===== config.mk =====
export PLATFORM = sky130hd
export DESIGN_NAME = data_uri_payload_decoder_flat
export DESIGN_NICKNAME = d
export VERILOG_FILES = /design/src/dup_pkg.sv /design/src/dup_in_if.sv /design/src/dup_out_if.sv /design/src/data_uri_payload_decoder.sv /design/src/dup_decode.sv /design/src/flat_wrapper.sv
export SDC_FILE = /design/constraint.sdc
export NUM_CORES = 1
export LEC_CHECK = 0
export BUFFER_PORTS_ARGS = -buffer_cell sky130_fd_sc_hd__buf_2
export CAP_MARGIN = 20
export CORE_MARGIN = 10
export CORE_UTILIZATION = 53
export CTS_BUF_LIST = sky130_fd_sc_hd__clkbuf_16
export DETAILED_ROUTE_END_ITERATION = 10
export HOLD_SLACK_MARGIN = 0.12
export PLACE_DENSITY = 0.71
export RECOVER_POWER = 50
export SLEW_MARGIN = 20
export SYNTH_ARGS = -nofsm -noshare
export SYNTH_HDL_FRONTEND = slang
export SYNTH_SLANG_ARGS = --single-unit

===== constraint.sdc =====
create_clock -name clk -period 3.89 [get_ports clk]
set_input_delay 0.389 -clock clk [delete_from_list [all_inputs] [get_ports clk]]
set_output_delay 0.389 -clock clk [all_outputs]
set_load 0.02 [all_outputs]

===== src/dup_pkg.sv =====
// ----------------------------------------------------------------------------
// dup_pkg
// Shared types, character codes and lookup functions for the data-URI
// payload decoder.
// ----------------------------------------------------------------------------
package dup_pkg;

  localparam int unsigned OUT_FIFO_DEPTH = 4;

  localparam logic [1:0] ST_OK      = 2'd0;
  localparam logic [1:0] ST_PCT_ERR = 2'd1;
  localparam logic [1:0] ST_B64_ERR = 2'd2;

  localparam logic [1:0] ESC_NONE = 2'd0;
  localparam logic [1:0] ESC_PCT  = 2'd1;
  localparam logic [1:0] ESC_HIGH = 2'd2;

  localparam logic [7:0] CH_PERCENT = 8'h25;
  localparam logic [7:0] CH_PAD     = 8'h3D;

  typedef struct packed {
    logic [7:0] data_byte;
    logic       byte_valid;
    logic [1:0] status;
    logic       end_of_payload;
  } result_t;

  typedef struct packed {
    result_t    res0;
    result_t    res1;
    logic [1:0] count;
  } step_t;

  // {invalid, value}
  function automatic logic [4:0] hex_value(input logic [7:0] c);
    logic [4:0] r;
    r = 5'h10;
    if (c inside {[8'h30:8'h39]}) begin
      r = {1'b0, 4'(c - 8'h30)};
    end else if (c inside {[8'h61:8'h66]}) begin
      r = {1'b0, 4'(c - 8'h57)};
    end else if (c inside {[8'h41:8'h46]}) begin
      r = {1'b0, 4'(c - 8'h37)};
    end
    return r;
  endfunction

  // {invalid, value}
  function automatic logic [6:0] b64_value(input logic [7:0] c);
    logic [6:0] r;
    r = 7'h40;
    if (c inside {[8'h41:8'h5A]}) begin
      r = {1'b0, 6'(c - 8'h41)};
    end else if (c inside {[8'h61:8'h7A]}) begin
      r = {1'b0, 6'(c - 8'h47)};
    end else if (c inside {[8'h30:8'h39]}) begin
      r = {1'b0, 6'(c + 8'h04)};
    end else if (c == 8'h2B) begin
      r = 7'd62;
    end else if (c == 8'h2F) begin
      r = 7'd63;
    end
    return r;
  endfunction

endpackage


===== src/dup_in_if.sv =====
// ----------------------------------------------------------------------------
// dup_in_if
// Character request channel: valid/ready with one payload character.
// ----------------------------------------------------------------------------
interface dup_in_if;
  logic       valid;
  logic       ready;
  logic [7:0] character;
  logic       is_final;

  modport source (output valid, output character, output is_final, input ready);
  modport sink   (input valid, input character, input is_final, output ready);
endinterface


===== src/dup_out_if.sv =====
// ----------------------------------------------------------------------------
// dup_out_if
// Result request channel: valid/ready with one decoded result.
// ----------------------------------------------------------------------------
interface dup_out_if;
  logic       valid;
  logic       ready;
  logic [7:0] data_byte;
  logic       byte_valid;
  logic [1:0] status;
  logic       end_of_payload;

  modport source (output valid, output data_byte, output byte_valid, output status,
                  output end_of_payload, input ready);
  modport sink   (input valid, input data_byte, input byte_valid, input status,
                  input end_of_payload, output ready);
endinterface


===== src/data_uri_payload_decoder.sv =====
// ----------------------------------------------------------------------------
// data_uri_payload_decoder
// Data-URI payload decoder: one character in, decoded bytes out, in percent
// or base64 mode as set by the mode register.
//
//   channel  dir  payload                                          
//   in_ch    in   character[7:0], is_final                         
//   out_ch   out  data_byte[7:0], byte_valid, status[1:0], end_of_payload
//   cfg      in   cfg_we, cfg_wdata (base64_mode)                  
//
// While in_ch.ready is high, one character is accepted per cycle; its results
// enter the result queue at that edge; the head is presented the next cycle.
// A character yields 0, 1 or 2 results, which drain one per ready cycle.
// in_ch.ready drops while the result queue has fewer than two free slots.
// Reset (rst_n low, synchronous) empties the queue and clears decode state.
// ----------------------------------------------------------------------------
module data_uri_payload_decoder #(
  parameter int unsigned FIFO_DEPTH = dup_pkg::OUT_FIFO_DEPTH
) (
  input  logic       clk,
  input  logic       rst_n,
  input  logic       cfg_we,
  input  logic       cfg_wdata,
  dup_in_if.sink     in_ch,
  dup_out_if.source  out_ch
);
  import dup_pkg::*;

  localparam int unsigned PTR_W = (FIFO_DEPTH > 1) ? $clog2(FIFO_DEPTH) : 1;
  localparam int unsigned CNT_W = $clog2(FIFO_DEPTH + 1);
  localparam logic [CNT_W-1:0] ROOM_MAX = CNT_W'(FIFO_DEPTH - 2);
  localparam logic [PTR_W-1:0] PTR_LAST = PTR_W'(FIFO_DEPTH - 1);

  function automatic logic [PTR_W-1:0] ptr_inc(input logic [PTR_W-1:0] p);
    return (p == PTR_LAST) ? '0 : p + 1'b1;
  endfunction

  step_t            step;
  logic             accept;
  logic             pop;
  logic [1:0]       push_n;
  result_t          fifo_r [FIFO_DEPTH];
  logic [PTR_W-1:0] wr_ptr_r, wr_ptr_nxt;
  logic [PTR_W-1:0] rd_ptr_r, rd_ptr_nxt;
  logic [PTR_W-1:0] wr_ptr_1;
  logic [CNT_W-1:0] cnt_r, cnt_nxt;
  result_t          head;

  assign in_ch.ready = (cnt_r <= ROOM_MAX);
  assign accept      = in_ch.valid && in_ch.ready;
  assign pop         = out_ch.valid && out_ch.ready;
  assign push_n      = accept ? step.count : 2'd0;

  dup_decode u_decode (
    .clk       (clk),
    .rst_n     (rst_n),
    .cfg_we    (cfg_we),
    .cfg_wdata (cfg_wdata),
    .accept    (accept),
    .character (in_ch.character),
    .is_final  (in_ch.is_final),
    .step      (step)
  );

  always_comb begin
    wr_ptr_1   = ptr_inc(wr_ptr_r);
    wr_ptr_nxt = wr_ptr_r;
    if (push_n == 2'd1) begin
      wr_ptr_nxt = wr_ptr_1;
    end else if (push_n == 2'd2) begin
      wr_ptr_nxt = ptr_inc(wr_ptr_1);
    end
    rd_ptr_nxt = pop ? ptr_inc(rd_ptr_r) : rd_ptr_r;
    cnt_nxt    = cnt_r + CNT_W'(push_n) - CNT_W'(pop);
  end

  always_ff @(posedge clk) begin
    if (push_n != 2'd0) begin
      fifo_r[wr_ptr_r] <= step.res0;
    end
    if (push_n == 2'd2) begin
      fifo_r[wr_ptr_1] <= step.res1;
    end
  end

  always_ff @(posedge clk) begin
    if (!rst_n) begin
      wr_ptr_r <= '0;
      rd_ptr_r <= '0;
      cnt_r    <= '0;
    end else begin
      wr_ptr_r <= wr_ptr_nxt;
      rd_ptr_r <= rd_ptr_nxt;
      cnt_r    <= cnt_nxt;
    end
  end

  assign head                  = fifo_r[rd_ptr_r];
  assign out_ch.valid          = (cnt_r != '0);
  assign out_ch.data_byte      = head.data_byte;
  assign out_ch.byte_valid     = head.byte_valid;
  assign out_ch.status         = head.status;
  assign out_ch.end_of_payload = head.end_of_payload;

endmodule


===== src/dup_decode.sv =====
// ----------------------------------------------------------------------------
// dup_decode
// Decode state and per-character step logic: percent escapes and base64
// accumulation, producing up to two results per accepted character.
// ----------------------------------------------------------------------------
module dup_decode (
  input  logic            clk,
  input  logic            rst_n,
  input  logic            cfg_we,
  input  logic            cfg_wdata,
  input  logic            accept,
  input  logic [7:0]      character,
  input  logic            is_final,
  output dup_pkg::step_t  step
);
  import dup_pkg::*;

  logic        mode_r;
  logic [11:0] acc_r, acc_nxt;
  logic [2:0]  pend_r, pend_nxt;
  logic        pad_r, pad_nxt;
  logic [1:0]  esc_r, esc_nxt;
  logic [7:0]  held_r, held_nxt;
  logic        err_r, err_nxt;

  logic [4:0]  hi, lo;
  logic [6:0]  bv;
  logic [3:0]  nbits;
  logic [2:0]  pend_sub;

  always_comb begin
    hi       = hex_value(held_r);
    lo       = hex_value(character);
    bv       = b64_value(character);
    nbits    = {1'b0, pend_r} + 4'd6;
    pend_sub = 3'(nbits - 4'd8);

    acc_nxt  = acc_r;
    pend_nxt = pend_r;
    pad_nxt  = pad_r;
    esc_nxt  = esc_r;
    held_nxt = held_r;
    err_nxt  = err_r;
    step     = '0;

    if (!err_r) begin
      if (mode_r) begin
        if (pad_r) begin
          step.count = 2'd0;
        end else if (character == CH_PAD) begin
          pad_nxt  = 1'b1;
          acc_nxt  = '0;
          pend_nxt = '0;
        end else if (bv[6]) begin
          err_nxt    = 1'b1;
          step.res0  = '{8'h00, 1'b0, ST_B64_ERR, is_final};
          step.count = 2'd1;
        end else begin
          acc_nxt = {acc_r[5:0], bv[5:0]};
          if (nbits >= 4'd8) begin
            pend_nxt   = pend_sub;
            step.res0  = '{8'(acc_nxt >> pend_sub), 1'b1, ST_OK, is_final};
            step.count = 2'd1;
          end else begin
            pend_nxt = nbits[2:0];
          end
        end
      end else begin
        case (esc_r)
          ESC_NONE: begin
            if (character == CH_PERCENT && !is_final) begin
              esc_nxt = ESC_PCT;
            end else begin
              step.res0  = '{character, 1'b1, ST_OK, is_final};
              step.count = 2'd1;
            end
          end
          ESC_PCT: begin
            if (is_final) begin
              step.res0  = '{CH_PERCENT, 1'b1, ST_OK, 1'b0};
              step.res1  = '{character, 1'b1, ST_OK, 1'b1};
              step.count = 2'd2;
              esc_nxt    = ESC_NONE;
            end else begin
              held_nxt = character;
              esc_nxt  = ESC_HIGH;
            end
          end
          default: begin
            esc_nxt    = ESC_NONE;
            step.count = 2'd1;
            if (hi[4] || lo[4]) begin
              err_nxt   = 1'b1;
              step.res0 = '{8'h00, 1'b0, ST_PCT_ERR, is_final};
            end else begin
              step.res0 = '{{hi[3:0], lo[3:0]}, 1'b1, ST_OK, is_final};
            end
          end
        endcase
      end
    end

    if (is_final) begin
      if (step.count == 2'd0) begin
        step.res0  = '{8'h00, 1'b0, ST_OK, 1'b1};
        step.count = 2'd1;
      end
      acc_nxt  = '0;
      pend_nxt = '0;
      pad_nxt  = 1'b0;
      esc_nxt  = ESC_NONE;
      held_nxt = '0;
      err_nxt  = 1'b0;
    end
  end

  always_ff @(posedge clk) begin
    if (!rst_n) begin
      mode_r <= 1'b0;
      acc_r  <= '0;
      pend_r <= '0;
      pad_r  <= 1'b0;
      esc_r  <= ESC_NONE;
      held_r <= '0;
      err_r  <= 1'b0;
    end else begin
      if (cfg_we) begin
        mode_r <= cfg_wdata;
      end
      if (accept) begin
        acc_r  <= acc_nxt;
        pend_r <= pend_nxt;
        pad_r  <= pad_nxt;
        esc_r  <= esc_nxt;
        held_r <= held_nxt;
        err_r  <= err_nxt;
      end
    end
  end

endmodule


===== src/flat_wrapper.sv =====
// flat-port wrapper written by rule: the top's interface ports become plain ports
module data_uri_payload_decoder_flat import dup_pkg::*;
#(
  parameter int unsigned FIFO_DEPTH = dup_pkg::OUT_FIFO_DEPTH
)
  (clk, rst_n, cfg_we, cfg_wdata, in_ch_valid, in_ch_character, in_ch_is_final, in_ch_ready, out_ch_valid, out_ch_data_byte, out_ch_byte_valid, out_ch_status, out_ch_end_of_payload, out_ch_ready);
  dup_in_if in_ch_i ();
  dup_out_if out_ch_i ();
  input  logic clk;
  input  logic rst_n;
  input  logic cfg_we;
  input  logic cfg_wdata;
  input wire logic [$bits(in_ch_i.valid)-1:0] in_ch_valid;
  input wire logic [$bits(in_ch_i.character)-1:0] in_ch_character;
  input wire logic [$bits(in_ch_i.is_final)-1:0] in_ch_is_final;
  output wire logic [$bits(in_ch_i.ready)-1:0] in_ch_ready;
  output wire logic [$bits(out_ch_i.valid)-1:0] out_ch_valid;
  output wire logic [$bits(out_ch_i.data_byte)-1:0] out_ch_data_byte;
  output wire logic [$bits(out_ch_i.byte_valid)-1:0] out_ch_byte_valid;
  output wire logic [$bits(out_ch_i.status)-1:0] out_ch_status;
  output wire logic [$bits(out_ch_i.end_of_payload)-1:0] out_ch_end_of_payload;
  input wire logic [$bits(out_ch_i.ready)-1:0] out_ch_ready;
  assign in_ch_i.valid = in_ch_valid;
  assign in_ch_i.character = in_ch_character;
  assign in_ch_i.is_final = in_ch_is_final;
  assign in_ch_ready = in_ch_i.ready;
  assign out_ch_valid = out_ch_i.valid;
  assign out_ch_data_byte = out_ch_i.data_byte;
  assign out_ch_byte_valid = out_ch_i.byte_valid;
  assign out_ch_status = out_ch_i.status;
  assign out_ch_end_of_payload = out_ch_i.end_of_payload;
  assign out_ch_i.ready = out_ch_ready;
  data_uri_payload_decoder #(.FIFO_DEPTH(FIFO_DEPTH)) u_core (.clk(clk), .rst_n(rst_n), .cfg_we(cfg_we), .cfg_wdata(cfg_wdata), .in_ch(in_ch_i), .out_ch(out_ch_i));
endmodule

## Word-level counts from Yosys, hierarchy flattened

Memories as Yosys holds them, arrays and structs flattened. A register that Yosys moved wholly into a read port is not among the register bits.
Cells that the tools add are included.

- Add/sub/neg operators: 16
- Order comparisons: 16
- Equal/unequal tests: 15
- Shift-type cells: 1
- Mux-type cells: 81
- Reduce and logical (&&, ||, !) cells: 25

Operators by type and width:

| kind | count |
|---|---|
| 12-bit 2-to-1 mux | 11 |
| 8-bit by 7-bit less-or-equal comparator with 1-bit output, second input constant | 6 |
| 6-bit 2-to-1 mux | 6 |
| 7-bit 2-to-1 mux | 5 |
| 8-bit by 6-bit equality test with 1-bit output, second input constant | 4 |
| 8-bit by 7-bit >= comparator with 1-bit output, second input constant | 4 |
| 8-bit 2-to-1 mux | 4 |
| 2-bit 2-to-1 mux | 15 |
| 5-bit 2-to-1 mux | 6 |
| 26-bit 2-to-1 mux | 1 |
| 24-bit 2-to-1 mux | 1 |
| 12-bit one-hot mux with 2 select lines | 1 |
| 1-bit 2-to-1 mux | 22 |
| 3-bit 2-to-1 mux | 7 |
| 8-bit by 6-bit >= comparator with 1-bit output, second input constant | 2 |
| 8-bit by 6-bit less-or-equal comparator with 1-bit output, second input constant | 2 |
| 4-bit by 3-bit subtractor with 4-bit output, second input constant | 4 |
| 12-bit by 3-bit right shift with 8-bit output | 1 |
| 1-bit logical AND | 11 |
| 2-bit equality test, second input constant | 4 |
| 2-bit one-hot mux with 2 select lines | 2 |
| 4-bit AND reduction | 2 |
| 2-bit nonzero test | 4 |
| 4-bit by 1-bit subtractor with 4-bit output, second input constant | 2 |
| 21 further kinds | 27 |

- Bits in registers: 29
- Bits in writable memories: 48
- Input port bits: 15
- Output and inout port bits: 14
- Word-level logic and storage cells: 165
- Memories kept: 1

Memories:

| name | depth | width | rd ports | clocked after memory_dff | wr ports | line | source |
|---|---|---|---|---|---|---|---|
| u_core.fifo_r | 4 | 12 | 1 | 1 | 2 | data_uri_payload_decoder.sv:42 | `result_t fifo_r [FIFO_DEPTH];` |

## Logic depth before layout (Yosys ltp)

Gate-level depths: netlist of the first run.

- Depth in word-level cells: 20
- Mapped depth: 17
- Depth with buffers taken out: 15

## Modules after synthesis

A second synthesis of the first run with hierarchy kept.

- Cell total of the unflattened synthesis: 528
- Area total of the unflattened synthesis: 5427.7 um^2

Modules (own cells, without submodules):

| module | instances | cells an instance | area each (um^2) | seq. area each (um^2) |
|---|---|---|---|---|
| data_uri_payload_decoder | 1 | 189 | 2932.8 | 1621.6 |
| dup_decode | 1 | 339 | 2494.9 | 420.4 |

## Least setup slack after synthesis of the first run

OpenSTA, ideal clock, no wires.

- Path kind: input to register
- Start point: in in_ch_character[2]
- End point: reg u_core.cnt_r[2]
- Library setup time: 0.128 ns
- Arrival time: 3.339 ns
- Data required time: 3.762 ns
- Path slack: 0.423 ns
- Cell stages on the path: 17
- Path buffers: 2
- Cell sequence: buf_2 inv_1 ha_1 a21oi_1 a311oi_2 or3_4 buf_6 a31oi_1 o21ai_0 and2_1 xnor2_1 ha_1 inv_1 fa_1 xnor2_1 xnor2_1 nor2_1

- Longest elaborated chain between the ends: 17
- Elaborated cells between the ends (all ways): 32
- Those cells by class: add/sub (2); order compare (6); eq/ne (4); mux (15); reduce/logical (5)

Ends and longest elaborated chain:

| element | line | source |
|---|---|---|
| start: declaration | flat_wrapper.sv:14 | `input wire logic [$bits(in_ch_i.character)-1:0] in_ch_character;` |
| parallel branches: the longest is 9 deep, another holds 8-bit by 6-bit >= comparator with 1-bit output | -- |  |
| 2-bit 2-to-1 mux * | dup_decode.sv:47 | `if (mode_r) begin` |
| 26-bit 2-to-1 mux * | dup_decode.sv:46 | `if (!err_r) begin` |
| 2-bit logical NOT | dup_decode.sv:104 | `if (step.count == 2'd0) begin` |
| 2-bit 2-to-1 mux | dup_decode.sv:104 |  |
| 2-bit 2-to-1 mux * | dup_decode.sv:103 | `if (is_final) begin` |
| 2-bit 2-to-1 mux * | data_uri_payload_decoder.sv:52 | `assign push_n = accept ? step.count : 2'd0;` |
| 3-bit by 2-bit adder with 3-bit output * | data_uri_payload_decoder.sv:74 | `cnt_nxt = cnt_r + CNT_W'(push_n) - CNT_W'(pop);` |
| 3-bit by 1-bit subtractor with 3-bit output * | data_uri_payload_decoder.sv:74 |  |
| end signal: assignment | data_uri_payload_decoder.sv:94 | `cnt_r <= cnt_nxt;` |
| end: declaration | data_uri_payload_decoder.sv:46 | `logic [CNT_W-1:0] cnt_r, cnt_nxt;` |

Mark *: on every way between the ends.
A chain may end at the register's enable or synchronous reset.

==> impl_results.md, run 1 <==
- Area delta synth->final: 10.1%
- Setup Crit Path Kind: in -> reg
- Slowest stage cell, crit path: a311oi_1
- Crit path largest cell delay: 0.68 ns
- Post-synth top flop: edfxtp_1
- Largest delay share family, worst path: simple AND/OR/NAND/NOR gates
- Initial DRC count: 539
- Vias: 4660
- First-pass GRT wire length: 24300 um
- RSZ-0062 raised after global routing: false
- Die X: 121 um
- Cts bufs inserted: 9
- Cts hold-fix bufs: 0
- FF+latch count, synth: 78
- Clock-pin slew on the worst setup and hold paths: 0.06 ns
- Layout Nets: 613
- Wire length per cell: ~21 um
- Synth Instances: 547
- Root Buffer: clkbuf_16
- Largest net degree at the start of global routing: 27
- Synthesis Warnings: 0
- Setup TNS: 0 ns
- Mapped Avg Cell Area: 9.82 sq um
- DIE HEIGHT: 121 um
- Number of global-route vias before repair: 4499
- Setup violators final: 0
- Share of cells above drive strength 1: 16.6%
- ANT nets after route: 0
- Max-capacitance violation count: 1
- Initial DRT Pass Iterations: 5
- CTS H-Tree Depth: 3
- Post-synth EDFFs: 40
- DIE AREA: 14600 sq um
- Residual DRC count: 0
- Hold Vio Cnt, Final: 0
- Fmax: 288 MHz
- Worst Setup End Kind: flop
- Hold Path Class: in -> reg
- Part of the cycle the worst path needs: 89.3%
- Clock net sink count: between 70 and 80
- Sequential fraction of the synthesis area: between 30 and 40%
- Crit-path cells: buf_2 > inv_1 > ha_1 > nand2b_1 > a21oi_1 > or3_1 > clkbuf_1 > a311oi_1 > buf_4 > or3_4 > nand2_2 > and2_1
- Worst path required time: 3.98 ns
- Slew Limit Fails: 10
- Final Worst Setup Slack: 0.415 ns
- Syn Nets: 586
- Worst-Margin Slew: 1.53 ns
- Post-Route WL: 14900 um
- VDD IR max: 229 uV
- GR Overflow Total: 0
- Initial Utilization: 54.7%
- Clock skew: roughly 0.011 ns
- Via density: 6.54
- CP Max Fanout: 14
- Initial antenna violation count: 0
- Crit start category: input pin
- # IOs: 29
- Max-slew headroom: -3.38%
- CTS tree: done
- Violated checks: capacitance limit, slew limit
- Leak: 2.08 nW
- GP Congestion: 0.939
- Synth Cell Area: 5370 sq um
- Port buffer count: 28
- Power per cell area: 446 nW/um^2
- CTS max path bufs: 2
- Tmin final: 3.48 ns
- Clk_lat worst skew: 0.34 ns
- Async SR Flop Fraction: 0%
- DP Worst Slack: 0.141 ns
- Global Route Usage Sum: 20.6%
- Rows: 36
- Post-CTS setup buffers: 0
- Outcome: finished, violations left
- Core Area: 9820 sq um
- Post-CTS sizing: 0
- Detailed Place HPWL: 11300 um
- Filler Cell Count: a little under 900
- Worst EP arrival: 3.57 ns
- CP Buf/Inv Count: 4
- Netlist cell types: 86
- # diodes: 0
## report_power, final
part	internal (W)	total [W]	switching [W]
registers	0.000963	0.00104	0.0000731
logic	0.000291	0.000735	0.000444
clock network	0.000489	0.000866	0.000377
## cells by family after synthesis
group | synth area share, %
buf+inv | 4.73
xor+xnor | 1.79
flops | 36.5
compound gates | 23.0
mux | 8.79
simple gates | 19.4
fa+ha+maj | 5.73
## flip-flops by register name, summed over array words and instances, names as in the netlist, named ones only
signal                  count
u_core.fifo_r              48
u_core.u_decode.held_r      8
u_core.u_decode.acc_r       6
u_core.cnt_r                3
u_core.rd_ptr_r             2
u_core.u_decode.esc_r       2
u_core.u_decode.pend_r      2
u_core.wr_ptr_r             2
u_core.u_decode.err_r       1
u_core.u_decode.mode_r      1
u_core.u_decode.pad_r       1
## per-stage QoR
step           instance area [sq um]  hold slack [ns]  cells  total power (W)  utilization (%)
3_5_place_dp                    5670            0.488    696          0.00181             57.8
3_3_place_gp                    5670            0.473    696          0.00179             57.8
5_1_grt                         5910            0.350    712          0.00277             60.2
4_1_cts                         5980            0.288    712          0.00267             60.9
6_report                        5910            0.292    712          0.00264             60.2
2_1_floorplan                   5370            0.454    547          0.00159                -
## path summary, 6_finish.rpt
path / slack [ns] / cells past startpoint / start / to
worst min-delay path: 0.29 / 3 / cfg_wdata / u_core.u_decode.mode_r
worst max-delay path: 0.41 / 12 / in_ch_character[3] / u_core.fifo_r[0][3]
worst max register to register: 0.49 / 7 / u_core.cnt_r[1] / u_core.u_decode.held_r[5]
worst min register to register: 0.49 / 2 / u_core.rd_ptr_r[1] / flop
## cells in the mapped netlist (all sizes together), types with 3 or more instances
master	n	area share [%]
a2111oi	5	1.2
a211oi	12	1.9
a21o	3	0.42
a21oi	28	2.6
a221oi	4	0.65
a22oi	9	1.3
a311o	3	0.56
a311oi	3	0.93
a31oi	4	0.47
a41oi	3	0.63
and2	11	1.3
and3	6	0.70
buf	15	1.9
clkbuf	20	1.4
dfxtp	38	14
edfxtp	40	22
ha	23	5.4
inv	19	1.3
mux2i	19	3.5
mux4	12	5.0
nand2	38	2.8
nand2b	6	0.70
nand3	17	2.1
nor2	60	4.2
nor2b	3	0.35
nor3	13	1.9
nor4	4	0.47
nor4b	5	1.2
o2111ai	4	0.65
o211ai	3	0.68
o21a	4	0.56
o21ai	17	1.7
o221ai	3	0.61
o22ai	29	3.4
o31ai	10	1.6
or3	8	1.4
xnor2	9	1.5
## tightest hold or removal path: stages
cell     delay, ns
buf_2         0.07
mux2i_1       0.05
nor2_1        0.07
## per-layer routing
| layer | wire (um) | global-route usage [%] | up-vias |
|---|---|---|---|
| li1 | - | - | 2154 |
| met1 | 6140 | 26.1 | 2240 |
| met4 | 340 | 6.03 | 0 |
| met2 | 7350 | 34.7 | 230 |
| met5 | 0 | 0 | - |
| met3 | 1060 | 3.96 | 36 |
## cell usage in the layout, fill, tap and decap left out, drive strengths merged, types with 4 or more instances in the layout
master	n
or3	8
nor2	60
nor4	4
o21a	4
mux4	12
a2111oi	5
mux2i	19
a22oi	9
nand2	38
nor4b	5
ha	23
a221oi	4
buf	34
o2111ai	4
nand2b	6
a21oi	28
nor3	13
nand3	17
inv	24
dfxtp	38
a211oi	12
a31oi	4
edfxtp	40
o22ai	29
clkbuf	27
o31ai	10
o21ai	17
and2	11
xnor2	9
and3	6
## cell type report
class / count / area [sq um] / share of cell area [%]
Clock inverter: 6 / 57.6 / 0.974
Inverter: 21 / 78.8 / 1.33
Timing Repair Buffer: 51 / 287 / 4.85
Clock buffer: 10 / 250 / 4.23
Sequential cell: 78 / 1960 / 33.2
Multi-Input combinational cell: 413 / 3110 / 52.6
Tap cell: 133 / 166 / 2.82
No activity file was read; power rests on OpenSTA's default activity.
==> run 2, diff against run 1 <==
--- a/config.mk
+++ b/config.mk
@@ -11,6 +11,7 @@
 export CORE_UTILIZATION = 53
 export CTS_BUF_LIST = sky130_fd_sc_hd__clkbuf_16
 export DETAILED_ROUTE_END_ITERATION = 10
+export GPL_TIMING_DRIVEN = 0
 export HOLD_SLACK_MARGIN = 0.12
 export PLACE_DENSITY = 0.71
 export RECOVER_POWER = 50
==> constraint.sdc (replaced) <==
create_clock -name clk -period 3.89 [get_ports clk]
set_input_delay 0.5835 -clock clk [delete_from_list [all_inputs] [get_ports clk]]
set_output_delay 0.5835 -clock clk [all_outputs]
set_load 0.02 [all_outputs]
==> impl_results.md, run 2 (synthesized netlist as in run 1, its figures left out) <==
- Logic pwr share: 27.3% (was 27.9%)
- Wire length per cell: 21.7 um (was 20.9 um)
- CTS tree: done (unchanged)
- Fmax: 270 MHz (was 288 MHz)
- Footprint of the multi-input gates: 3120 sq um (was 3110 sq um)
- Initial DRC count: 505 (was 539)
- GP Congestion: 0.974 (was 0.939)
- Hold WS: 0.491 ns (was 0.292 ns)
- Worst Reg-to-Reg Cells: 11 (was 7)
- CP Max Fanout: 10 (was 14)
- Initial Utilization: 54.7% (unchanged)
- Max reg flops: 48 (unchanged)
- Initial antenna violation count: 0 (unchanged)
- Outcome: finished, violations left (unchanged)
- Power per cell area: 464 nW/um^2 (was 446 nW/um^2)
- Design area: 5990 sq um (was 5910 sq um)
- Via density: 6.53 (was 6.54)
- Seq pwr share: 36.6% (was 39.3%)
- Vias: 4738 (was 4660)
- Worst EP arrival: 3.88 ns (was 3.57 ns)
- Max-slew headroom: -22.9% (was -3.38%)
- Residual DRC count: 0 (unchanged)
- RSZ-0062 raised after global routing: false (unchanged)
- Area delta synth->final: 11.6% (was 10.1%)
- Area post-placement: 5680 sq um (was 5670 sq um)
- Crit start category: input pin (unchanged)
- # diodes: 0 (unchanged)
- Setup TNS: 0 ns (unchanged)
- Worst Setup End Kind: flop (unchanged)
- First-pass GRT wire length: 24800 um (was 24300 um)
- Clock skew: 0.0111 ns (was 0.0109 ns)
- CTS H-Tree Depth: 3 (unchanged)
- Die X: 121 um (unchanged)
- Number of global-route vias before repair: 4511 (was 4499)
- Port buffer count: 28 (unchanged)
- Detailed Place HPWL: 11700 um (was 11300 um)
- Worst path required time: 4.07 ns (was 3.98 ns)
- Initial DRT Pass Iterations: 5 (unchanged)
- Setup violators final: 0 (unchanged)
- Core Area: 9820 sq um (unchanged)
- Total chip power: 0.00278 W (was 0.00264 W)
- Share of cells above drive strength 1: 15.0% (was 16.6%)
- Leak: 2.09 nW (was 2.08 nW)
- DIE HEIGHT: 121 um (unchanged)
- Commonest non-fill, non-tap cell in the layout: nor2_1 (unchanged)
- Global Route Usage Sum: 21.4% (was 20.6%)
- Setup Crit Path Kind: in -> reg (unchanged)
- Root Buffer: clkbuf_16 (unchanged)
- GR Overflow Total: 0 (unchanged)
- Post-Route WL: 15800 um (was 14900 um)
- Top Registers: u_core.fifo_r (48), u_core.u_decode.held_r (8), u_core.u_decode.acc_r (6) (unchanged)
- Hold depth: 2 (was 3)
- Filler Cell Count: 872 (unchanged)
- Cts hold-fix bufs: 0 (unchanged)
- Most flop-heavy register: u_core.fifo_r (unchanged)
- ANT nets after route: 0 (unchanged)
- Commonest non-fill, non-tap cells in the layout: nor2_1, edfxtp_1, clkbuf_1, dfxtp_1, nand2_1 (was nor2_1, edfxtp_1, dfxtp_1, nand2_1, o22ai_1)
- # IOs: 29 (unchanged)
- Rows: 36 (unchanged)
- Switching share of power: 31.3% (was 33.9%)
- Clock share of power: 36.1% (was 32.8%)
- DIE AREA: 14600 sq um (unchanged)
- Largest net degree at the start of global routing: 14 (was 27)
- Hold Vio Cnt, Final: 0 (unchanged)
- Clk_lat worst skew: 0.35 ns (was 0.34 ns)
- VDD IR max: 208 uV (was 229 uV)
- Psw: 0.000872 W (was 0.000894 W)
- CTS max path bufs: 2 (unchanged)
- Register area: 1960 sq um (unchanged)
- Clock net sink count: 78 (unchanged)
- Tmin final: 3.70 ns (was 3.48 ns)
- Clock-pin slew on the worst setup and hold paths: 0.06 ns (about the same)
- Hold Path Class: reg -> reg (was in -> reg)
- Worst-Margin Slew: 1.82 ns (was 1.53 ns)
- Layout Nets: 627 (was 613)
- Max-capacitance violation count: 1 (unchanged)
- Violated checks: capacitance limit, slew limit (unchanged)
- Slew Limit Fails: 10 (unchanged)
- Utilization after layout: 61.0% (was 60.2%)
- P_int: 0.00191 W (was 0.00174 W)
- Part of the cycle the worst path needs: 95.1% (was 89.3%)
- Cts bufs inserted: 9 (unchanged)
==> run 2: cell count changes in the layout (fill, tap and decap cells not counted), moves of 4 or more <==
cell      change
nor3_1        +4
buf_2         +7
buf_4        -17
clkbuf_1     +21
==> run 2: power by group through the flow <==
stage          Clock [W]  Sequential [W]  Combinational (W)
3_5_place_dp           0         0.00104           0.000778
3_3_place_gp           0         0.00103           0.000765
4_1_cts          0.00101         0.00102           0.000781
5_1_grt          0.00104         0.00103           0.000834
6_report         0.00101         0.00102           0.000759
2_1_floorplan          0         0.00101           0.000572
==> run 2: layout make-up <==
class,count,area share (%)
multi-input cells,413,52.0
plain buffers,35,2.82
clock inverters,6,1.77
well taps,133,2.78
inverters,21,1.38
repair buffers,30,2.30
clock buffers,10,4.18
flip-flops and latches,78,32.7
==> run 2: path summary, 6_finish.rpt <==
| check | from | end | slack (ns) |
|---|---|---|---|
| setup / recovery | in_ch_character[3] | u_core.fifo_r[3][11] | 0.19 |
| hold / removal | u_core.rd_ptr_r[1] | u_core.rd_ptr_r[1] | 0.49 |
| setup reg to reg | u_core.u_decode.esc_r[1] | u_core.fifo_r[3][3] | 0.62 |
| hold reg to reg | u_core.rd_ptr_r[1] | u_core.rd_ptr_r[1] | 0.49 |
==> run 2: timing repair <==
item                                    CTS  global route
resized for setup                         1            10
buffers inserted                          1             1
endpoints found under the setup margin    1             6
pin swaps                                 1             0
==> run 2: through the flow <==
stage / setup WS (ns) / std cells
3_3_place_gp: -0.448 / 708
3_5_place_dp: -0.491 / 708
2_1_floorplan: 0.229 / 547
4_1_cts: 0.0120 / 725
6_report: 0.189 / 726
5_1_grt: 0.00424 / 726
==> run 2: routing by layer <==
metal,track usage [%],routed length [um]
met4,8.90,452
met1,25.6,6310
met2,36.7,7770
met3,4.42,1210
met5,0,0
==> run 2: worst max-delay path, cell delays in order <==
cell	delay (ns)
buf_2	0.16
buf_2	0.29
inv_1	0.18
ha_1	0.32
and3b_1	0.22
a21o_1	0.18
a221o_1	0.34
and2_0	0.16
clkbuf_1	0.17
nor3_1	0.66
nand3_1	0.34
o22ai_1	0.26
